File: src/design/vt44_pkg.sv
// Shared types and constants for the 4x4 vertex transform.
// Used by vt44_lane, vt44_merge and vertex_transform_4x4.
package vt44_pkg;

  localparam int DIM      = 4;
  localparam int DATA_W   = 32;
  localparam int PROD_W   = 2 * DATA_W;
  localparam int SUM_W    = PROD_W + 2;
  localparam int IDX_W    = 2;
  localparam int S_DATA_W = 168;
  localparam int M_DATA_W = DIM * DATA_W;

  localparam logic [DATA_W-1:0] WORD_MAX = {1'b0, {(DATA_W-1){1'b1}}};
  localparam logic [DATA_W-1:0] WORD_MIN = {1'b1, {(DATA_W-1){1'b0}}};

  typedef enum logic {
    CMD_WRITE = 1'b0,
    CMD_XFORM = 1'b1
  } cmd_t;

  typedef logic [DATA_W-1:0] word_t;
  typedef word_t [DIM-1:0]   row_t;
  typedef logic [SUM_W-1:0]  sum_t;
  typedef sum_t [DIM-1:0]    sum_arr_t;

  typedef struct packed {
    logic prod;
    logic sum;
  } stage_en_t;

endpackage

File: src/design/vt44_merge.sv
// Merge stage: shift each lane sum down by FRAC_BITS, saturate to 32 bits, combine overflow.
// Depends on vt44_pkg.
module vt44_merge #(
  parameter int FRAC_BITS = 16
) (
  input  vt44_pkg::sum_arr_t sums,
  output vt44_pkg::row_t     comps,
  output logic               overflow
);
  import vt44_pkg::*;

  logic signed [SUM_W-1:0] shifted [DIM];
  logic [DIM-1:0]          sat;

  always_comb begin
    for (int i = 0; i < DIM; i++) begin
      shifted[i] = $signed(sums[i]) >>> FRAC_BITS;
      sat[i] = !((&shifted[i][SUM_W-1:DATA_W-1]) || !(|shifted[i][SUM_W-1:DATA_W-1]));
      if (sat[i]) begin
        comps[i] = shifted[i][SUM_W-1] ? WORD_MIN : WORD_MAX;
      end else begin
        comps[i] = shifted[i][DATA_W-1:0];
      end
    end
    overflow = |sat;
  end

endmodule

File: config.mk
export PLATFORM = sky130hd
export DESIGN_NAME = vt44_merge
export DESIGN_NICKNAME = d
export VERILOG_FILES = /design/src/design/vt44_pkg.sv /design/src/design/vt44_merge.sv
export SDC_FILE = /design/constraint.sdc
export NUM_CORES = 1
export LEC_CHECK = 0
export ABC_CLOCK_PERIOD_IN_PS = 1600
export BUFFER_PORTS_ARGS = -buffer_cell sky130_fd_sc_hd__buf_2
export CAP_MARGIN = 10
export CORE_AREA = 4 4 149 151
export DETAILED_ROUTE_END_ITERATION = 12
export DIE_AREA = 0 0 153 155
export MAX_ROUTING_LAYER = met4
export SLEW_MARGIN = 10
export SYNTH_ARGS = -nofsm -noshare
export SYNTH_HDL_FRONTEND = slang
export SYNTH_SLANG_ARGS = --single-unit
File: constraint.sdc
create_clock -name vclk -period 1.6
set_input_delay 0.24 -clock vclk [all_inputs]
set_output_delay 0.24 -clock vclk [all_outputs]
set_load 0.1 [all_outputs]
==> impl_results.md <==
* Final-layout clock buffer total at 0
* Worst VDD drop at 0.203 mV
* DRC Markers at 0
* Vias at roughly 3,300
* WS Path Type: in2out
* Worst-path cell chain: buf_2 -> nor4_4 -> nand4_1 -> nor4_4 -> buf_4 -> a311oi_4 -> buf_4 -> a21o_4 -> buf_12
* Vias per inst at approximately 4
* Complex-gate fraction of the synthesized area at between 60% and 70%
* Top post-synthesis cells by area: a21o_2, a21o_1, buf_6
* Run status: complete, but fails checks
* Pin count of the biggest net entering global routing at 22
* Adder-cell share of the synthesized area at 0%
* Hold Crit Depth at 3
* Die Area at about 0.024 mm²
* Violated checks: negative setup slack
* PD cells at roughly 400 mW/mm²
* Hold Crit Class: in2out
* Hold endpoint: comps[33]
* Boundary pin count at about 400
* Synth unique cells at 12
* Initial DRC count at 94
* Antenna-violating nets left at 0
* First-pass GRT wire length at between 20,000 and 25,000 µm
* CP max-delay cell: a311oi_4
* Critical path launch point type: primary input
* Vias in the first global route at between 3,000 and 4,000
* Number of fill cells at between 2,000 and 2,500
* CP Max Fanout at 5
* Die Width at 153 µm
* Area of the mapped netlist at 0.00177 mm²
* Relative slew slack at between 60% and 70%
* Post-Synth XOR/XNOR Area at 0%
* Area leader, netlist: a21o_2
* Final Util at between 30% and 40%
* Core area at 0.0208 mm²
* Syn-to-layout area delta at 316%
* Initial antenna violation count at 0
* GRT overflow at 0
* Chip Height at ~160 µm
* Final Hold Violating Endpoints at 0
* Initial Utilization at between 8 and 9%
* Dpl hpwl at about 12,000 µm
* Final GP Congestion at slightly below 0.9
* Setup crit end kind: output port
* Cells after synthesis at 213
* # hold bufs at CTS at 0
* First-pass iteration count of the detailed router at 4
* Share of Yosys cell area claimed by the top area cell type at between 40% and 50%
* Port Buffers at approximately 330
* Final Worst Setup Slack at -410 ps
* Register area share after synthesis at 0%
* Max Fclk at a little under 500 MHz
* CP Data Arrival Time at around 1800 ps
* Avg WL per Cell at 16.4 µm
* Final net count at between 800 and 900
* Post-route clock period utilization at 126%
* Syn avg cell area at 8.32 µm²
* Total Routing Usage GR at a little over a tenth
* FFs & Latches at 0
* Share of cells above drive strength 1 at roughly 94%
* Syn nets at roughly 480
* Critical Path RT at about 1400 ps
* Worst slew pin tran at slightly below 600 ps
* Register Area at 0 µm²
* Unrepaired setup endpoints after global routing: true
* Final std cells w/o fill at about 840
* Hold path start: sums[83]
* Row cnt at 53
* Yosys warns at 0
* Max Cap Viol at 0
* Pins Over Slew Limit at 0
* Final wirelength at between 10,000 and 15,000 µm
* Largest family of logic cells by synthesized area: compound AO/OA/AOI/OAI gates
* Dpl cells at between 800 and 900
* Mux contribution to synthesized area at 0%
* Diode count at 0
* Final setup vio count at ~130
* Tmin final at between 2000 and 2500 ps
* Leakage at ~3.4 nW
* Simple-Gate Fraction of Synth Area at 19.0%
* Post-synth top cells: a21o_2, a21o_1, buf_6, nand4_1, nor4_1
* Most common cell in the netlist: a21o_2
* Critical Path Max Stage Delay at between 500 and 600 ps
worst max-delay path by stage:
stage	startpoint	endpoint
floorplan	sums[124]	overflow
global placement	sums[56]	comps[6]
detailed placement	sums[56]	comps[6]
CTS	sums[65]	comps[28]
global route	sums[116]	comps[34]
finish	sums[118]	comps[34]
where the power goes:
part	internal [mW]	switching, mW	leakage [nW]
sequential	0	0	0
clock	0	0	0
combinational	1.19	1.77	3.36
total	1.19	1.77	3.36
per-stage QoR:
stage                     hold slack (ps)  TNS [ps]  setup WS, ps  area [µm²]  power, mW
after floorplan                       751    -20160          -726        2560       1.65
after global placement                843    -54950          -618        6580       2.82
after detailed placement              845    -57630          -678        6580       2.83
after CTS                             842    -47300          -438        7120       2.94
after global routing                  853    -58020          -506        7370       3.04
final                                 840    -46000          -410        7370       2.96
layout by cell type, fill, tap and decap left out:
cell,count
a21o_2,2
nand4_1,21
nor4_4,12
buf_6,27
buf_8,3
buf_16,4
nor4_2,7
nor2_1,8
a31o_4,2
buf_2,178
a21o_4,122
buf_4,19
nor4_1,1
clkbuf_16,5
a31o_2,2
and3_1,4
buf_12,143
a311oi_4,4
metal layers:
layer	up-vias	share of wire, %	global-route usage (%)
li1	1560	-	-
met1	1549	37	12.1
met2	194	54	20.7
met3	8	7.4	1.81
met4	0	0.96	0.339
met5	-	0	-
layout make-up:
class / count / area [µm²] / area share [%]
multi-input cells: 185 / 2540 / 34.5
well taps: 275 / 344 / 4.67
repair buffers: 379 / 4480 / 60.8
repair_timing:
item,in CTS,in global routing
buffers inserted,8,1
endpoints found under the setup margin,125,125
pin swaps,6,5
resized for setup,64,26
gates cloned,5,5
worst max-delay path: cells and delay by family:
family | cells | cell delay, ps
buffers and inverters | 4 | 640
and+or+nand+nor | 3 | 220
AOI/OAI and AO/OA | 2 | 650
kinds of logic (layout without fill, tap and decap cells):
kind of cell,count (synthesis),count (layout)
and+or+nand+nor,53,53
buffers and inverters,28,379
AOI/OAI and AO/OA,132,132
(Power assumes the default switching activity.)
